File: config.mk
export PLATFORM = sky130hd
export DESIGN_NAME = ndi_ram
export DESIGN_NICKNAME = d
export VERILOG_FILES = /design/src/rtl/ndi_ram.sv
export SDC_FILE = /design/constraint.sdc
export NUM_CORES = 1
export LEC_CHECK = 0
export BUFFER_PORTS_ARGS = -buffer_cell sky130_fd_sc_hd__buf_2
export CAP_MARGIN = 10
export CORE_ASPECT_RATIO = 1.75
export CORE_MARGIN = 2
export CORE_UTILIZATION = 43
export CTS_CLUSTER_SIZE = 30
export DETAILED_ROUTE_END_ITERATION = 10
export GPL_TIMING_DRIVEN = 0
export PLACE_DENSITY = 0.58
export RECOVER_POWER = 50
export SLEW_MARGIN = 15
export SYNTH_ARGS = -nofsm -noshare
export SYNTH_HDL_FRONTEND = slang
export SYNTH_SLANG_ARGS = --single-unit
File: constraint.sdc
create_clock -name clk -period 3.65 [get_ports clk]
set_input_delay 0.365 -clock clk [delete_from_list [all_inputs] [get_ports clk]]
set_output_delay 0.365 -clock clk [all_outputs]
set_load 0.1 [all_outputs]
File: src/rtl/ndi_ram.sv
// ----------------------------------------------------------------------------
// ndi_ram
// Generic single-write, single-read RAM with registered read data.
// ----------------------------------------------------------------------------
module ndi_ram #(
  parameter int WIDTH = 32,
  parameter int DEPTH = 16
) (
  input  logic                     clk,
  input  logic                     we,
  input  logic [$clog2(DEPTH)-1:0] waddr,
  input  logic [WIDTH-1:0]         wdata,
  input  logic [$clog2(DEPTH)-1:0] raddr,
  output logic [WIDTH-1:0]         rdata
);

  logic [WIDTH-1:0] mem [DEPTH];

  always_ff @(posedge clk) begin
    if (we) begin
      mem[waddr] <= wdata;
    end
    rdata <= mem[raddr];
  end

endmodule

# == After elaboration in Yosys (flattened, before gate mapping) ==
# Memories as Yosys holds them, arrays and structs flattened. A register that Yosys moved wholly into a read port is not among the register bits.
# Cells that the tools add are included.
# classes
addsub,0
multipliers,0
div,0
order_cmp,0
eq_ne,0
n_shift,0
mux,2
bitwise_logic,0
n_reduce_logical,0
# op_table
op,count
two-way mux 1 bit,2
# word_totals
regBits,0
latchBits,0
ramBits,512
romBits,0
inputBits,42
output_inout_bits,32
wordCells,3
n_memories,1
# mem_list
memory,words,word_bits,read_ports,rd_ports_with_merged_regs,wr,line,source
mem,16,32,1,1,1,17,logic [WIDTH-1:0] mem [DEPTH];

# == Depth between registers and ports, before layout ==
# depth
ltp_word,2
depth_mapped,5
ltp_nobuf,3

# == Least setup slack after synthesis ==
# OpenSTA, ideal clock, no wires.
# synth_timing
path_type,input to register
startpoint,input waddr[2]
endpoint,"memory mem[0][0], enable pin"
setup_time_ps,461
arrival_time_ps,3083
required_time_ps,3189
path_slack_ps,105
path_stages,2
path_buffers,0
cell_sequence,or3b_2 > nor3_1
# synth_lines
element,line,source
from (decl),11,"input logic [$clog2(DEPTH)-1:0] waddr,"
to (decl),17,
# Straight into the memory's write port.

# == Worst setup path in the final report ==
# layout_timing
startpoint,input waddr[1]
endpoint,"memory mem[15][21], enable pin"
# Straight into the memory's write port.

==> impl_metrics.yaml <==
sta:
  fmax_ghz: 0.454
  rsz0062_at_grt: "no"
  final_max_slew_viol_count: 1
  hold_viol_final: 0
  holdWs_ns: 0.301
  fin_crit_ns: 2.20
  fin_crit_sh_pct: 60.3
  relSlewSlack_pct: -0.0313
  max_slew.worst_pin.slew_ns: 1.49
  setup_viol: 0
  finClkSkew_ns: 0.0107
yosys:
  synth_cell_types: 18
  synth-seq-cells: 544
  syn_inst: 838
  synth_nets: 880
  syn_area_um2: 19900
  syn_area_per_cell_um2: 23.7
  yosys_warnings: 0
  seq_area_frac_synth_pct: 80.7
power:
  p_per_area_nw_per_um2: 551
  clkPwrFrac_pct: 37.2
  cellLeakagePower_nw: 7.31
  p_total_mw: 12.7
  switchingPower_mw: 2.87
  p_comb_share_pct: 7.5
  p_sw_share_pct: 22.6
  seqPwrFrac_pct: 55.3
  intPower_mw: 9.80
  peakVddDrop_mv: 0.316
final_layout:
  areaGrowthSynthToFinish_pct: 15.9
  nNetsFinal: 1037
  n_fill_cell: 3688
  n_antenna_cell: 0
  final_cell_area_um2: 23000
  drive_gt1_share_pct: 28.3
cts:
  hold_buffers: 0
  clock_sinks: 544
  cts_resized: 0
  clock-root-buffer: "clkbuf_16"
  path_clk_slew_ns: 0.06
  insertion_delay_ns: 0.56
  cts.path.max_buffers: 3
  cts_tree: "built"
  numCtsBuffers: 47
  post_cts_buffers: 0
  htree_levels: 2
worst_setup_path:
  worstPathRequired_ns: 3.91
  max_stage_delay_ns: 1.20
  startpoint: "waddr[1]"
  crit_buf_inv: 2
  end_kind: "flop"
  crit_family: "simple AND/OR/NAND/NOR gates"
  criticalPathCategory: "input port to flop"
  worstSetupStartpointType: "input port"
  r2r_start: "mem[10][12]"
  cp_max_fo: 14
  cp_slowest_cell: "nor2_1"
  crit_path_cell_trace: "clkbuf_1 -> nand2_1 -> nor2_1 -> buf_16"
  arrival_ns: 2.46
die:
  die_h_um: 288
  fp-row-count: 104
  io_pins: 74
  core-area_um2: 45800
  initial_utilization_pct: 43.3
  die-area_um2: 48000
  die_w_um: 166
drt:
  routedWlPerCell_um: 27.3
  vias_per_cell: 5.65
  drc: 0
  vias: 9131
  drtAntennaViolNets: 0
  totalWireLength_um: 44100
  drt-pass1-iter-count: 5
  drtIter0Drc: 732
status:
  status: "finished, violations left"
  violations: "max-capacitance violations, max-slew violations"
global_route:
  grt_pass1_wl_um: 65000
  antenna_found_initial: 1
  grtUsageTotal_pct: 18.6
  grt_overflow: 0
  first_global_vias: 9858
  grt_max_degree: 20
worst_hold_path:
  hp-class: "input port to flop"
  min_from: "wdata[28]"
placement:
  place_area_um2: 21700
  hpwlAfterDp_um: 28600
  portBuffers: 71
  gp_congestion: 0.717
job:
  cap_violations: 2
-- area by class of cell --
type | instances | area (um2) | share of cell area (%)
Clock inverter | 20 | 124 | 0.538
Timing Repair Buffer | 108 | 932 | 4.05
Buffer | 43 | 223 | 0.968
Multi-Input combinational cell | 251 | 3690 | 16.0
Sequential cell | 544 | 16000 | 69.6
Clock buffer | 66 | 1300 | 5.65
Tap cell | 583 | 729 | 3.17
-- logic make-up (layout without fill, tap and decap cells) --
logic type,after synthesis,in the layout,synth area share (%)
simple gates,59,59,1.27
mux,128,128,14.5
compound gates,64,64,2.42
flops,544,544,80.7
buf+inv,43,237,1.12
-- power by group through the flow --
stage,Clock (mW),Combinational (mW),Sequential (mW)
floorplan,0,0.335,7.45
global placement,0,0.925,7.15
detailed placement,0,0.969,7.15
CTS,4.82,0.971,7.01
global route,5.04,0.999,7.02
finish,4.72,0.945,7.01
-- path summary, 6_finish.rpt --
check        slack (ns)     endpoint  cells past startpoint
min                0.30  mem[15][28]                      1
max                1.45  mem[15][21]                      4
max reg2reg        2.16    rdata[12]                      3
min reg2reg        0.67     rdata[2]                      3
-- per-layer routing --
| layer | vias to the layer above | wire, um | track usage [%] |
|---|---|---|---|
| met3 | 68 | 1940 | 2.49 |
| met1 | 4941 | 17300 | 23.3 |
| li1 | 3892 | - | - |
| met2 | 228 | 23900 | 34.0 |
| met5 | - | 13 | 0 |
| met4 | 2 | 991 | 5.24 |
-- cell usage after synthesis, drive strengths merged --
cell	number	area share (%)
edfxtp	512	77
mux4	128	15
a22oi	64	2.4
nand2	33	0.62
dfxtp	32	3.2
buf	26	0.80
clkbuf	17	0.32
nor2	13	0.25
nor3	4	0.10
nand2b	2	0.063
nand3b	2	0.076
nor2b	2	0.063
and2	1	0.032
nand3	1	0.025
or3b	1	0.044
-- cell usage in the layout (no fill, tap or decap), types with 3 or more instances in the layout --
cell,instances
nand2_1,33
clkbuf_16,49
nor3_2,3
a22oi_1,64
nor2_4,8
mux4_2,128
dfxtp_1,32
clkinv_2,7
clkinv_1,9
clkbuf_1,67
buf_1,9
edfxtp_1,512
buf_4,25
buf_6,7
buf_2,41
nor2_1,5
buf_16,13
buf_12,5
-- flip-flops by register name (all words and copies together) (netlist names) --
name	cells
mem	512
rdata	32
-- through the flow --
step	setup WS, ns	util [%]	setup TNS, ns	instances
floorplan	0.105	-	0	838
global placement	-2.69	45.7	-573.63	1492
detailed placement	1.21	47.3	0	1529
CTS	1.81	50.4	0	1615
global route	1.35	50.2	0	1615
finish	1.45	50.2	0	1615
No activity file was read; power rests on OpenSTA's default activity.
