File: src/rtl/ndi_pkg.sv
// ----------------------------------------------------------------------------
// ndi_pkg
// Shared types and codes for the Newton divided-difference interpolator.
// ----------------------------------------------------------------------------
package ndi_pkg;

  localparam int WORD_W = 32;
  localparam int STATUS_W = 3;

  localparam logic [1:0] OP_CLEAR = 2'd0;
  localparam logic [1:0] OP_ADD   = 2'd1;
  localparam logic [1:0] OP_EVAL  = 2'd2;

  localparam logic [STATUS_W-1:0] ST_OK        = 3'd0;
  localparam logic [STATUS_W-1:0] ST_DUPLICATE = 3'd1;
  localparam logic [STATUS_W-1:0] ST_FULL      = 3'd2;
  localparam logic [STATUS_W-1:0] ST_EMPTY     = 3'd3;
  localparam logic [STATUS_W-1:0] ST_SATURATED = 3'd4;

  localparam logic signed [WORD_W-1:0] WORD_MAX = 32'sh7FFF_FFFF;
  localparam logic signed [WORD_W-1:0] WORD_MIN = 32'sh8000_0000;

  typedef struct packed {
    logic                     done;
    logic                     sat;
    logic signed [WORD_W-1:0] quotient;
  } div_res_t;

endpackage

File: src/rtl/ndi_divider.sv
// ----------------------------------------------------------------------------
// ndi_divider
// Radix-2 restoring divider: (numer << FRAC) / denom, truncated toward zero,
// saturated to 32 bits. One quotient bit per cycle.
// ----------------------------------------------------------------------------
module ndi_divider
  import ndi_pkg::*;
#(
  parameter int FRAC = 16
) (
  input  logic               clk,
  input  logic               rst,
  input  logic               start,
  input  logic signed [32:0] numer,
  input  logic signed [32:0] denom,
  output div_res_t           res
);

  localparam int NW   = 33 + FRAC;
  localparam int CNTW = $clog2(NW + 1);

  logic            running;
  logic            done;
  logic [CNTW-1:0] cnt;
  logic [NW-1:0]   nq;
  logic [32:0]     rem;
  logic [32:0]     dmag;
  logic            neg;

  logic [32:0] nmag;
  logic [33:0] rem_sh;
  logic        ge;
  logic        over;
  logic [31:0] qlow;

  assign nmag   = numer[32] ? 33'(-numer) : 33'(numer);
  assign rem_sh = {rem, nq[NW-1]};
  assign ge     = rem_sh >= {1'b0, dmag};

  always_ff @(posedge clk) begin
    if (rst) begin
      running <= 1'b0;
      done    <= 1'b0;
      cnt     <= '0;
    end else begin
      done <= 1'b0;
      if (start) begin
        running <= 1'b1;
        cnt     <= CNTW'(NW);
        nq      <= {nmag, {FRAC{1'b0}}};
        rem     <= '0;
        dmag    <= denom[32] ? 33'(-denom) : 33'(denom);
        neg     <= numer[32] ^ denom[32];
      end else if (running) begin
        rem <= ge ? 33'(rem_sh - {1'b0, dmag}) : rem_sh[32:0];
        nq  <= {nq[NW-2:0], ge};
        cnt <= cnt - CNTW'(1);
        if (cnt == CNTW'(1)) begin
          running <= 1'b0;
          done    <= 1'b1;
        end
      end
    end
  end

  assign over = neg ? ((|nq[NW-1:32]) | (nq[31] & (|nq[30:0]))) : (|nq[NW-1:31]);
  assign qlow = neg ? 32'(-nq[31:0]) : nq[31:0];

  assign res.done     = done;
  assign res.sat      = over;
  assign res.quotient = over ? (neg ? WORD_MIN : WORD_MAX) : signed'(qlow);

endmodule

File: config.mk
export PLATFORM = sky130hd
export DESIGN_NAME = ndi_divider
export DESIGN_NICKNAME = d
export VERILOG_FILES = /design/src/rtl/ndi_pkg.sv /design/src/rtl/ndi_divider.sv
export SDC_FILE = /design/constraint.sdc
export NUM_CORES = 1
export LEC_CHECK = 0
export BUFFER_PORTS_ARGS = -buffer_cell sky130_fd_sc_hd__buf_2
export CAP_MARGIN = 20
export CORE_MARGIN = 2
export CORE_UTILIZATION = 54
export DETAILED_ROUTE_END_ITERATION = 16
export PLACE_DENSITY = 0.78
export SLEW_MARGIN = 15
export SYNTH_ARGS = -nofsm -noshare
export SYNTH_HDL_FRONTEND = slang
export SYNTH_SLANG_ARGS = --single-unit
File: constraint.sdc
create_clock -name clk -period 5.5 [get_ports clk]
set_input_delay 0.825 -clock clk [delete_from_list [all_inputs] [get_ports clk]]
set_output_delay 0.825 -clock clk [all_outputs]
set_load 0.005 [all_outputs]
==> Yosys cells after proc, flatten, opt, wreduce, memory -nomap -nowiden <==
Index checks and enable logic that the tools add are counted.
{ "word_totals": {"regBits": 124, "in_bits": 69, "word_cells": 46, "output_inout_bits": 34} }
{ "op_classes": {"mux": 16, "n_addsub": 5, "bitwise_logic": 5, "eq_ne": 1, "order_cmp": 1, "reduce_logical": 8} }
{ "ops": {"columns": ["operator", "n"], "rows": [
  ["2-to-1 mux 32 bit", 4],
  ["2-to-1 mux 33 bit", 3],
  ["2-to-1 mux 49 bit", 2],
  ["negator 33 bit", 2],
  ["greater-or-equal comparator 34 x 33 -> 1 bit", 1],
  ["subtractor 33 bit", 1],
  ["negator 32 bit", 1],
  ["OR reduction 31 bit", 1],
  ["OR reduction 18 bit", 1],
  ["OR reduction 17 bit", 1],
  ["2-to-1 mux 6 bit", 2],
  ["equality test 6 x 1 -> 1 bit (second input constant)", 1],
  ["subtractor 6 x 1 -> 6 bit (second input constant)", 1],
  ["2-to-1 mux 1 bit", 5],
  ["AND reduction 2 bit", 2],
  ["OR reduction 3 bit", 1],
  ["inverter 1 bit", 2],
  ["nonzero test 2 bit", 1],
  ["OR reduction 2 bit", 1],
  ["bitwise AND 1 bit", 1],
  ["bitwise OR 1 bit", 1],
  ["bitwise XOR 1 bit", 1]
]} }

==> Depth between registers and ports, before layout <==
{ "logic_depth": {"depth_word": 5, "mapped_depth": 13, "ltp_nobuf": 12} }

==> Worst setup path before layout <==
Ideal clock, no wire load.
{ "synth_timing": {"path_type": "input-to-reg", "startpoint": "input start", "endpoint": "register nq[0] (enable)", "path_buffers": 2, "setup_slack_ps": 185, "setup_time_ps": 523, "arrival_time_ps": 4792, "required_time_ps": 4977, "cell_stages": 4, "path_cell_list": "clkbuf_1 -> clkbuf_1 -> nor2_1 -> nor2_1"} }
{ "synth_between": {"elab_chain_cells": 2} }
{ "synth_lines": {"columns": ["element", "line", "text"], "rows": [
  ["start: declaration", "ndi_divider.sv:13", "input logic start,"],
  ["nonzero test 2 bit (no source line)", null, null],
  ["AND reduction 2 bit (no source line)", null, null],
  ["end signal: assignment", "ndi_divider.sv:50", "nq <= {nmag, {FRAC{1'b0}}};"],
  ["end signal: assignment", "ndi_divider.sv:56", "nq <= {nq[NW-2:0], ge};"],
  ["end: declaration", "ndi_divider.sv:25", "logic [NW-1:0] nq;"]
]} }
Every way passes these cells.
A chain may end at the register's enable or synchronous reset.

==> reports/metrics.sh <==
PRE_CTS_WS_NS=1.49
ROUTED_VIA_DENSITY=5.97
HOLDCRITSTARTPOINT='cnt[1]'
POST_SYNTH_MAIN_AREA_CONTRIBUTORS='sky130_fd_sc_hd__edfxtp_1, sky130_fd_sc_hd__xor2_1, sky130_fd_sc_hd__ha_1'
SYNTH.NET_COUNT=1108
BUFFER_PORTS.INSERTED=102
SYNTH.FF_LATCH_COUNT=124
RUN_STATUS='complete, no violations'
CRITPATHKIND='flip-flop to primary output'
SYNTHESIS.YOSYS.WARNINGS=0
WORST_SETUP_PATH_END_KIND='primary output'
FINALPOWER_mW=3.28
CTS.HOLD.BUFFERS_ADDED=0
INTERNAL_POWER_mW=2.28
POWER.SHARE.CLOCK_PCT=37.7
FINAL-HOLD-VIOLATION-COUNT=0
CP-STARTPOINT='nq[9]'
DESIGN.DIE.AREA_UM2=17700
FINALHOLDWORSTSLACK_NS=0.512
AREA_SHARE_OF_THE_LEADING_CELL_TYPE_IN_THE_SYNTHESIZED_NETLIST_PCT=38.8
FLOORPLAN.IO_PINS=103
NUMBER_OF_GLOBAL_ROUTE_VIAS_BEFORE_REPAIR=6949
YS_ASYNC_SR_FRACTION_PCT=0
CP_DATA_REQUIRED_TIME_NS=4.68
CLOCK_SKEW_NS=0.00808
MULTI_INPUT_AREA_UM2=4920
DOMINANTREGCELLSYNTH='sky130_fd_sc_hd__edfxtp_1'
INITIALDRTVIOLATIONCOUNT=625
TIMING.FINAL.CRIT_SHARE_PCT=81.2
CTS_INSERTED_BUFFERS=17
WIRELENGTH_MM=20.7
START_UTIL_PCT=54.8
RELSLEWSLACK_PCT=48.1
ROUTED-VIA-COUNT=7816
POSTCTSSETUPBUFFERS=0
GLOBALPLACE.CONGESTION=0.976
AREAGROWTHSYNTHTOFINISH_PCT=14.7
WIRE_LENGTH_OF_THE_FIRST_GLOBAL_ROUTING_PASS_MM=33.6
CRITICAL_PATH_START_TYPE='flip-flop'
MAX_CAP_VIOLATIONS=0
FIN_CRIT_NS=4.47
LAYOUT.FILLER_CELLS=1340
POWER_PER_CELL_AREA_nW_PER_UM2=318
ANT_NETS=0
GRT_REMAINING_OVERFLOW=0
POST_DRT_WL_PER_CELL_UM=15.8
CTS-HTREE-LEVELS=4
MOSTFREQUENTLAYOUTCELL='sky130_fd_sc_hd__edfxtp_1'
CRITICAL_PATH_PEAK_FANOUT=26
MOSTFREQUENTLAYOUTCELLS='sky130_fd_sc_hd__edfxtp_1, sky130_fd_sc_hd__buf_2, sky130_fd_sc_hd__a21oi_1, sky130_fd_sc_hd__nand2_1, sky130_fd_sc_hd__nor2_1'
CTS_BUFFER_DEPTH=2
NUM-NETS-FINAL=1184
SYNTH_SEQ_AREA_SHARE_PCT=40.5
WORST_HOLD_PATH_TYPE='flip-flop to flip-flop'
SWITCHING_POWER_mW=0.999
DESIGN_AREA_UM2=10300
SLEW_VIOLATIONS=0
SETUP_SLACK_ON_THE_WORST_FLOP_TO_FLOP_PATH_NS=1.58
CLOCK-ROOT-BUFFER='sky130_fd_sc_hd__clkbuf_16'
AVG_INST_SIZE_SYNTH_UM2=8.99
DIE_HEIGHT_UM=133
PATH_CLK_SLEW_NS=0.06
CTS_REPAIR_RESIZE_COUNT=0
LAYOUT.AREA.SEQ_UM2=3640
POSTSYNTHCELLCOUNT=1000
YOSYS.AREA.TOP_TYPE='sky130_fd_sc_hd__edfxtp_1'
PEAKVDDDROP_mV=0.293
TIMING.FINAL.SETUP_VIOLATIONS=0
DPL-INSTANCE-AREA_UM2=9630
RELATIVE_CONTRIBUTION_OF_COMBINATIONAL_CELLS_TO_TOTAL_POWER_PCT=25.8
SYNTH.CELL_AREA_UM2=8990
GLOBAL_ROUTE.USAGE.TOTAL_PCT=23.1
SYNTH_ENABLE_FLOP_CELLS=116
GRT_SETUP_UNREPAIRED='false'
DIE_W_UM=133
PLACEABLECOREAREA_UM2=16400
WORST-SLEW-PIN-TRANSITION_NS=0.771
POST_ROUTE_CELLS_DRIVE_ABOVE_1_SHARE_PCT=14.9
POWER.SEQUENTIAL.FRACTION_PCT=36.6
CTS_TREE='done'
CP_DATA_ARRIVAL_TIME_NS=3.64
SYNTH_CELL_TYPE_COUNT=68
GRT_MAX_DEGREE=74
MAX_FREQ_MHz=224
POWER.SWITCHING_FRACTION_PCT=30.5
DP.FINAL_HPWL_MM=14.5
DRT_FIRST_PASS_ITERS=9
CRIT-REG2REG-LAUNCH='rem[22]'
DRCVIOLATIONCOUNT=0
TOTAL_LEAKAGE_POWER_nW=3.95
PLACEMENT_ROWS=47
ANTENNA_FOUND_INITIAL=0
INSERTEDDIODECOUNT=0
CLK_LATENCY_NS=0.42
TRITONCTS_NUM_SINKS=124
SETUP_WS_NS=1.03
SETUP-TNS-FINAL_NS=0
==> per-layer routing <==
layer	share of wire (%)	up-vias	track usage, %	wire, um
li1	-	3816	-	-
met1	46	3680	32.3	9460
met2	47	305	37.6	9740
met3	6.4	15	3.83	1330
met4	0.73	0	5.97	152
met5	0	-	0	0
==> cell families (layout without fill, tap and decap cells) <==
family	Yosys count	count (layout)	synth area share, %
XOR/XNOR	110	110	10.7
adder cells (fa/ha/maj)	39	39	5.51
AND/OR/NAND/NOR	313	313	17.4
flip-flops	124	124	40.5
buffers and inverters	113	202	4.98
AO/OA/AOI/OAI	298	298	20.5
multiplexers	3	3	0.348
==> synthesized netlist by cell type (all sizes together), types with 7 or more instances <==
cell type  count
ha            38
nor2          91
a21oi         93
o21ai         83
edfxtp       116
clkbuf        44
nand2         90
dfxtp          8
a31oi          7
xnor2         52
nand2b        13
o31ai         32
inv           58
nor3          17
and3           8
nor4          14
buf           10
or4           18
a21o          13
nor2b         16
o41ai         15
nand4          9
nand3         17
xor2          58
a211oi        10
o22ai          7
==> power groups by stage <==
stage / clock network [mW] / registers [mW] / logic, mW
global route: 1.28 / 1.21 / 0.935
global placement: 0 / 1.21 / 0.804
CTS: 1.25 / 1.20 / 0.832
floorplan: 0 / 1.20 / 0.607
detailed placement: 0 / 1.21 / 0.821
finish: 1.23 / 1.20 / 0.845
==> worst max-delay path, stage by stage, from the launching register on <==
cell and delay (ns):
sky130_fd_sc_hd__edfxtp_1 0.46, sky130_fd_sc_hd__or4_1 0.58, sky130_fd_sc_hd__or3_4 0.38, sky130_fd_sc_hd__nor4_4 0.25
sky130_fd_sc_hd__nand3_2 0.18, sky130_fd_sc_hd__o31ai_2 0.29, sky130_fd_sc_hd__nand2_2 0.13, sky130_fd_sc_hd__and2_1 0.43
sky130_fd_sc_hd__a311oi_1 0.36, sky130_fd_sc_hd__buf_2 0.16
==> worst paths after layout <==
kind                            cells after the start      end
worst min register to register                      2   cnt[1]
worst min-delay path                                2   cnt[1]
worst max-delay path                                9  res[14]
worst max register to register                     11  rem[29]
==> cell type report <==
| cell class | count | area share (%) |
|---|---|---|
| inverter | 59 | 2.15 |
| multi-input combinational | 763 | 47.7 |
| tap | 220 | 2.67 |
| sequential | 124 | 35.4 |
| clock inverter | 14 | 2.10 |
| timing repair buffer | 111 | 5.83 |
| clock buffer | 18 | 4.16 |
==> state kept, by name, summed over array words and instances, names as in the netlist <==
register	flops
cnt	6
dmag	33
done	1
neg	1
nq	49
rem	33
running	1
==> metrics by stage <==
| stage | std cells | utilization [%] |
|---|---|---|
| 2_1_floorplan | 1000 | - |
| 6_report | 1309 | 62.8 |
| 5_1_grt | 1309 | 62.8 |
| 3_5_place_dp | 1276 | 58.7 |
| 4_1_cts | 1308 | 62.6 |
| 3_3_place_gp | 1276 | 58.7 |
Note: power is estimated with default switching activity, not from simulation.
